<file path="config.mk">
export PLATFORM = sky130hd
export DESIGN_NAME = rhh_mix
export DESIGN_NICKNAME = d
export VERILOG_FILES = /design/src/rtl/rhh_pkg.sv /design/src/rtl/rhh_mix.sv
export SDC_FILE = /design/constraint.sdc
export NUM_CORES = 1
export LEC_CHECK = 0
export ABC_AREA = 0
export BUFFER_PORTS_ARGS = -buffer_cell sky130_fd_sc_hd__buf_2
export CAP_MARGIN = 10
export CORE_UTILIZATION = 60
export CTS_CLUSTER_SIZE = 40
export DETAILED_ROUTE_END_ITERATION = 10
export PLACE_DENSITY = 0.75
export SYNTH_ARGS = -nofsm -noshare
export SYNTH_HDL_FRONTEND = slang
export SYNTH_SLANG_ARGS = --single-unit
</file>
<file path="constraint.sdc">
create_clock -name i_clk -period 10.07 [get_ports i_clk]
set_input_delay 0 -clock i_clk [delete_from_list [all_inputs] [get_ports i_clk]]
set_output_delay 0 -clock i_clk [all_outputs]
set_load 0.05 [all_outputs]
</file>
<file path="src/rtl/rhh_pkg.sv">
package rhh_pkg;

    localparam int SLOTS = 256;

    localparam logic [1:0] OP_INSERT = 2'd0;
    localparam logic [1:0] OP_LOOKUP = 2'd1;
    localparam logic [1:0] OP_REMOVE = 2'd2;

    localparam logic [1:0] ST_OK    = 2'd0;
    localparam logic [1:0] ST_MISS  = 2'd1;
    localparam logic [1:0] ST_SMALL = 2'd2;
    localparam logic [1:0] ST_FULL  = 2'd3;

    localparam logic [1:0] FLAG_EMPTY = 2'd0;
    localparam logic [1:0] FLAG_OCC   = 2'd1;
    localparam logic [1:0] FLAG_DEL   = 2'd2;

    localparam logic [31:0] MIX_C1 = 32'h7feb352d;
    localparam logic [31:0] MIX_C2 = 32'h846ca68b;
    localparam logic [8:0]  MAX_ENTRIES_RESET = 9'd179;

    typedef enum logic [2:0] {
        MX_IDLE = 3'b001,
        MX_MUL1 = 3'b010,
        MX_MUL2 = 3'b100
    } t_mix_state;

endpackage

</file>
<file path="src/rtl/rhh_mix.sv">
module rhh_mix (
    input  logic        i_clk,
    input  logic        i_rst_n,
    input  logic        i_start,
    input  logic [31:0] i_key,
    output logic        o_done,
    output logic [31:0] o_hash
);
    import rhh_pkg::*;

    t_mix_state  r_state, n_state;
    logic [31:0] r_x, n_x;
    logic        r_done, n_done;
    logic [31:0] w_a, w_c, w_p;

    // One 32-bit multiplier shared by both rounds of the mix.
    always_comb begin
        if (r_state == MX_MUL1) begin
            w_a = r_x ^ (r_x >> 16);
            w_c = MIX_C1;
        end else begin
            w_a = r_x ^ (r_x >> 15);
            w_c = MIX_C2;
        end
        w_p = w_a * w_c;
    end

    always_comb begin
        n_state = r_state;
        n_x     = r_x;
        n_done  = 1'b0;
        case (r_state)
            MX_IDLE: begin
                if (i_start) begin
                    n_x     = i_key;
                    n_state = MX_MUL1;
                end
            end
            MX_MUL1: begin
                n_x     = w_p;
                n_state = MX_MUL2;
            end
            MX_MUL2: begin
                n_x     = w_p ^ (w_p >> 16);
                n_done  = 1'b1;
                n_state = MX_IDLE;
            end
            default: n_state = MX_IDLE;
        endcase
    end

    always_ff @(posedge i_clk) begin
        if (!i_rst_n) begin
            r_state <= MX_IDLE;
            r_done  <= 1'b0;
        end else begin
            r_state <= n_state;
            r_done  <= n_done;
        end
        r_x <= n_x;
    end

    assign o_done = r_done;
    assign o_hash = r_x;
endmodule

</file>
# Word-level counts from Yosys, hierarchy flattened

Index checks and enable logic that the tools add are counted.

Bitwise logic cells: 3
Multiplexer cells: 7
$mul: 1
Reduce and logical (&&, ||, !) cells: 2
Eq/ne operators: 4

Operators by type and width:

| cell                                          | count |
|---|---|
| two-way mux 32 bit                            | 3 |
| case mux 32 bit (3 select lines)              | 1 |
| bitwise XOR 32 x 16 -> 32 bit                 | 2 |
| multiplier 32 x 32 -> 32 bit                  | 1 |
| bitwise XOR 32 x 17 -> 32 bit                 | 1 |
| case mux 3 bit (2 select lines)               | 1 |
| == test 3 x 1 -> 1 bit, second input constant | 1 |
| == test 3 x 2 -> 1 bit, second input constant | 1 |
| == test 3 bit, second input constant          | 1 |
| two-way mux 3 bit                             | 1 |
| nonzero test 3 bit                            | 1 |
| inequality test 2 bit, second input constant  | 1 |
| AND reduction 2 bit                           | 1 |
| two-way mux 1 bit                             | 1 |

Input bits: 35
Output and inout bits: 33
Flip-flop bits (word level): 36

# Depth between registers and ports, before layout

Gate-level depths: netlist of the first run.

Word-level depth: 5
Mapped depth: 34
Depth with buffers taken out: 31

# Worst setup path before layout of the first run

Ideal clock, no wire load.

Kind: register to register
Start: register r_state[2]
End: register r_x[14] (netlist: o_hash[14]) (data pin)
Data arrival time: 7.837 ns
Stages on the path, launching flop included: 29
Buffers on the path: 5
Path slack: 1.972 ns
Required time: 9.809 ns
Setup time: 0.261 ns
Cell sequence: dfxtp_1 > nor3b_1 > buf_2 > clkbuf_1 > clkbuf_1 > clkbuf_1 > nand2_1 > inv_1 > fa_1 > fa_1 > fa_1 > inv_1 > fa_1 > inv_1 > fa_1 > fa_1 > fa_1 > fa_1 > ha_1 > clkbuf_1 > a21o_1 > a21o_1 > a21o_1 > a21o_1 > a2111oi_0 > a21oi_1 > xor2_1 > o21ai_0 > a221o_1

Word-level cells in the longest chain between the ends: 5
Elaborated cells on any way between the ends: 8
Those cells by class: mul (1); eq/ne (3); mux (3); bitwise (1)

RTL lines:

| item                               | line                         | RTL |
|---|---|---|
| from (decl)                        | rhh_mix.sv:11                | `t_mix_state r_state, n_state;` |
| from (signal assigned)             | rhh_mix.sv:57                | `r_state <= n_state;` |
| == test 3 x 2 -> 1 bit             | rhh_mix.sv:18, rhh_mix.sv:32 |  |
| two-way mux 32 bit                 | rhh_mix.sv:18                | `if (r_state == MX_MUL1) begin` |
| multiplier 32 x 32 -> 32 bit       | rhh_mix.sv:25                | `w_p = w_a * w_c;` |
| bitwise XOR 32 x 16 -> 32 bit      | rhh_mix.sv:44                | `n_x = w_p ^ (w_p >> 16);` |
| case mux 32 bit (3 select lines) * | rhh_mix.sv:32                | `case (r_state)` |
| via n_x[14]                        | rhh_mix.sv:12                | `logic [31:0] r_x, n_x;` |
| to (signal assigned)               | rhh_mix.sv:60                | `r_x <= n_x;` |
| to (decl)                          | rhh_mix.sv:12                |  |

Mark *: on every way through the listed nets, which the timed path passes. The rest lies on a longest branch.
A chain may end at the register's enable or synchronous reset.

# Worst setup path after layout of the first run

Start: register r_state[2]
End: register r_x[15] (netlist: o_hash[15]) (data pin)

Same word-level chain as after synthesis.

==> run summary, run 1 <==
Status = complete, no violations
Vias in the first global route = 10300
Sequential area share after synthesis = 0.0783
Final min period = 9.22 ns
Diode count = 0
Max stage delay on crit path = 0.79 ns
Mapped Cells = 1343
WHS = 0.00530 ns
Synth unique cells = 57
Flops & latches, synth = 36
CTS tree = built
Syn Std Cell Area = 13300 um^2
Critical Path End Type = flip-flop
Max Cap Violations = 0
Final Setup Violations = 0
Initial Util = 0.611
Crit start category = flip-flop
Core ar. = 21800 um^2
Nets = 1937
Period utilization = 0.915
Final Hold Viols = 0
WP data required = 10.09 ns
Die outline width = 151 um
Final ANT Viol Nets = 0
Reg clk slew, reported paths = 0.06 ns
Post-synth top flop = edfxtp_1
Routed wire per std cell = 23.3 um
# rows = 54
Area growth, synth to finish = 7.94%
Syn Area/Cell = 9.90 um^2
EDFF count, synth = 32
GRT overflow = 0
Worst-case clock buffer depth = 2
Io pins = 68
Non-filler cells, final = 1735
PostCTS Resize Cnt = 0
RSZ-0062 raised after global routing = false
DR pass1 iterations = 5
Number of placed instances, taps included = 1722
Final clock skew = 0.00342 ns
Most common cell in the netlist = inv_1
DP HPWL = 36.5 mm
WS Path Type = flip-flop to flip-flop
First-pass GRT wire length = 61.3 mm
Num CTS Buffers = 5
Crit-path max FO = 29
Data arrival time of the worst path = 9.24 ns
Syn. warnings = 0
Die Height = 151 um
Vias per cell = 5.47
GRT Overall Usage = 0.386
# DRC = 0
Clock root buffer = clkbuf_16
Fmax = 109 MHz
Relative slew margins = 0.449
Number of fill cells = 1801
Slew @ Worst Pin = 0.821 ns
RePlAce Congestion = 1.07
Number of DRC markers in iteration 0 = 788
Synth top area share = 0.443
Cell taking the most area after synthesis = fa_1
Fraction of registers with async set/reset = 0
Final wirelength = 40.5 mm
Hold Path Class = input port to flip-flop
Largest net degree at the start of global routing = 37
Latest clock arrival within the worst-skew pair = 0.29 ns
Via count = 9486
Max Slew Vio Count = 0
Top post-synthesis cells by area = fa_1 44%, ha_1 14%, inv_1 11%
Synth cell count leaders = 404 x inv_1, 294 x fa_1, 154 x ha_1, 97 x nand2_1, 75 x xnor2_1
H-tree depth = 2
Die Area = 22800 um^2
Crit-path slowest cell = or3b_2
Setup TNS = 0 ns
Antenna violations before repair = 0
PortBufs = 67
Layout cells sized above 1 = 0.0756
CTS sink count = 36
==> layer usage <==
metal | global-route usage | wire, um | share of wire
met5 | 0 | 0 | 0
met2 | 0.586 | 17900 | 0.44
met3 | 0.114 | 4240 | 0.10
met1 | 0.515 | 16300 | 0.40
met4 | 0.167 | 2040 | 0.050
==> final timing paths <==
check / from / endpoint / slack [ns] / cells after the start
worst max-delay path: r_state[2] / o_hash[15] / 0.85 / 29
worst min register to register: r_state[0] / r_state[1] / 0.57 / 2
worst max register to register: r_state[2] / o_hash[15] / 0.85 / 29
worst min-delay path: i_key[5] / o_hash[5] / 0.005 / 2
==> logic make-up after synthesis <==
kind of cell    share of synthesized area
xor+xnor                           0.0820
other cells                      0.000565
simple gates                       0.0600
buf+inv                             0.121
flops                              0.0783
mux                                0.0102
compound gates                     0.0604
fa+ha+maj                           0.588
==> metrics by stage <==
| stage | setup slack [ns] | util | cell area (um^2) |
|---|---|---|---|
| 5_1_grt | 0.448 | 0.660 | 14400 |
| 6_report | 0.854 | 0.660 | 14400 |
| 4_1_cts | 0.989 | 0.660 | 14400 |
| 3_3_place_gp | 1.16 | 0.651 | 14200 |
| 3_5_place_dp | 1.03 | 0.651 | 14200 |
| 2_1_floorplan | 1.97 | - | 13400 |
==> critical path, delay by kind of cell, from the launching register on <==
| kind | cells | cell delay, ns |
|---|---|---|
| flip-flops | 1 | 0.38 |
| XOR/XNOR | 2 | 0.84 |
| adder cells (fa/ha/maj) | 9 | 3.61 |
| buffers and inverters | 6 | 0.65 |
| AND/OR/NAND/NOR | 4 | 1.35 |
| AO/OA/AOI/OAI | 8 | 2.12 |
==> flip-flops by register name (all words and copies together), names as in the netlist <==
register	cells
o_hash	32
r_state	3
o_done	1
==> placed cells by master (no fill, tap or decap), types with 4 or more instances in the layout <==
| cell type | count |
|---|---|
| a21o_1 | 20 |
| clkbuf_16 | 5 |
| and2_1 | 12 |
| a22oi_1 | 5 |
| dfxtp_1 | 4 |
| o21ai_0 | 37 |
| a221o_1 | 5 |
| mux2_2 | 7 |
| a31oi_1 | 5 |
| buf_4 | 16 |
| conb_1 | 40 |
| nand4_1 | 4 |
| dlygate4sd3_1 | 5 |
| nor2_1 | 33 |
| a21oi_1 | 23 |
| fa_1 | 294 |
| or2_2 | 4 |
| inv_1 | 404 |
| edfxtp_1 | 32 |
| buf_2 | 67 |
| nand3_1 | 5 |
| xor2_1 | 36 |
| nor3_1 | 5 |
| nand2_1 | 97 |
| o221ai_1 | 4 |
| xnor2_1 | 75 |
| o21bai_1 | 5 |
| ha_1 | 154 |
==> final cells by class <==
type | instances | area [um^2] | share of cell area
flip-flops and latches | 36 | 1040 | 0.0725
inverters | 404 | 1520 | 0.106
clock buffers | 7 | 133 | 0.00924
repair buffers | 88 | 505 | 0.0352
clock inverters | 1 | 8.76 | 0.000610
multi-input cells | 919 | 10800 | 0.752
well taps | 280 | 350 | 0.0244
==> timing repair <==
| item | 4_1_cts | 5_1_grt |
|---|---|---|
| hold buffers | 5 | 0 |
| buffers inserted | 0 | 0 |
| endpoints found under the hold margin | 6 | 0 |
Power of run 1 is left out: the tool's default activity adds up to more than one toggle a clock period on the data nets, which glitch-free logic cannot reach.
==> run 2, diff against run 1 <==
Settings changed: CELL_PAD_IN_SITES_DETAIL_PLACEMENT from default to 1, CELL_PAD_IN_SITES_GLOBAL_PLACEMENT from default to 2, CORE_UTILIZATION 60 to 42, PLACE_DENSITY 0.75 to 0.8.
==> run 2 against run 1 <==
Against the previous run: critical path depth unchanged; count of clock-buffer cells in the layout decreased by 1; register-to-register slack is essentially flat.
==> run summary, run 2 (synthesized netlist as in run 1, its figures left out) <==
Routed wire per std cell = 24.6 um (+5.7%)
PortBufs = 67 (unchanged)
CTS tree = built
Antenna violations before repair = 0 (unchanged)
DP HPWL = 41.8 mm (+15%)
Crit-path max FO = 26 (-10%)
Layout cells sized above 1 = 0.0769 (+0.00132)
Final ANT Viol Nets = 0 (unchanged)
WP data required = 10.08 ns (about the same)
Latest clock arrival within the worst-skew pair = 0.29 ns (about the same)
Area growth, synth to finish = 9.12%
Hold Path Class = input port to flip-flop
WS Path Type = flip-flop to flip-flop
CTS sink count = 36 (unchanged)
# DRC = 0 (unchanged)
Finished Core Util = 0.471 (-0.189)
Data arrival time of the worst path = 9.21 ns (-0.03 ns)
Commonest cells after routing, fill and taps aside = 404 x inv_1, 294 x fa_1, 154 x ha_1, 97 x nand2_1, 75 x xnor2_1
Diode count = 0 (unchanged)
RePlAce Congestion = 0.951 (-11%)
Final clock skew = 0.00743 ns (+0.00401 ns)
Status = complete, no violations
RSZ-0062 raised after global routing = false
Max stage delay on crit path = 0.78 ns (about the same)
Initial Util = 0.431 (-0.180)
GRT overflow = 0 (unchanged)
Nets = 1938 (+0.052%)
Num CTS Buffers = 5 (unchanged)
Vias in the first global route = 10900 (+5.3%)
Fmax = 109 MHz (+0.14%)
Worst-case clock buffer depth = 2 (unchanged)
Number of DRC markers in iteration 0 = 535 (-32%)
Period utilization = 0.914 (-0.00123)
Relative slew margins = 0.426 (-0.0226)
# rows = 64 (+19%)
Slew @ Worst Pin = 0.854 ns (+0.0336 ns)
Worst R2R Setup Slack = 0.87 ns (about the same)
Max Slew Vio Count = 0 (unchanged)
Vias per cell = 5.13 (-6.2%)
Crit-path slowest cell = or3b_2
Final Setup Violations = 0 (unchanged)
PostCTS Resize Cnt = 0 (unchanged)
Final Hold Viols = 0 (unchanged)
Via count = 9498 (+0.13%)
Die Height = 180 um (+19%)
Max FFs per register = 32 (unchanged)
Clock root buffer = clkbuf_16
GRT Overall Usage = 0.298 (-0.0879)
H-tree depth = 2 (unchanged)
Setup TNS = 0 ns (unchanged)
Reg clk slew, reported paths = 0.06 ns (about the same)
Die Area = 32400 um^2 (+42%)
Io pins = 68 (unchanged)
DR pass1 iterations = 4 (-1)
Largest net degree at the start of global routing = 38 (+2.7%)
Commonest non-fill, non-tap cell in the layout = inv_1
Critical Path End Type = flip-flop
Final wirelength = 45.7 mm (+13%)
Core ar. = 30800 um^2 (+42%)
First-pass GRT wire length = 69.8 mm (+14%)
Crit start category = flip-flop
Final min period = 9.20 ns (-0.0124 ns)
Die outline width = 180 um (+19%)
Max Cap Violations = 0 (unchanged)
-- run 2: cell count changes in the layout (fill, tap and decap cells not counted) --
cell | before | now
clkinvlp_4 | 0 | 1
buf_4 | 16 | 17
clkbuf_1 | 2 | 1
-- run 2: what timing repair did --
item                      4_1_cts  5_1_grt
hold endpoints to repair        5        0
hold buffers                    5        0
setup buffers                   0        0
-- run 2: critical path, delay by kind of cell (launching register included) --
kind                     cells  cell delay, ns
AND/OR/NAND/NOR              5            1.47
adder cells (fa/ha/maj)      9            3.91
XOR/XNOR                     2            0.85
AO/OA/AOI/OAI                6            1.65
flip-flops                   1            0.37
buffers and inverters        7            0.66
-- run 2: routing by layer --
layer	wire [um]	global-route usage	part of all wire
met1	20100	0.408	0.44
met2	22300	0.509	0.49
met4	1330	0.0790	0.029
met5	0	0	0
met3	1890	0.0239	0.041
-- run 2: layout make-up --
class	instances	area, um^2
timing repair buffer	89	513
clock buffer	6	129
multi-input combinational	919	10800
sequential	36	1040
inverter	404	1520
clock inverter	2	16.3
fill	3526	16300
tap	396	495
-- run 2: final timing paths --
path	from	to	depth (start not counted)
worst max-delay path	r_state[2]	o_hash[15]	29
worst min register to register	r_state[0]	r_state[1]	2
worst min-delay path	i_key[4]	o_hash[4]	3
worst max register to register	r_state[2]	o_hash[15]	29
-- run 2: stage by stage --
step                      hold slack [ns]  worst slack (ns)  cell area [um^2]  std cells
after floorplan                    0.0835              1.97             13400       1381
after global placement              0.265              1.14             14300       1839
after detailed placement            0.264              1.02             14300       1839
after CTS                         0.00179             0.956             14500       1852
after global routing               0.0105             0.426             14500       1852
final                             0.00615             0.866             14500       1852
Power of run 2 is left out for the same reason.
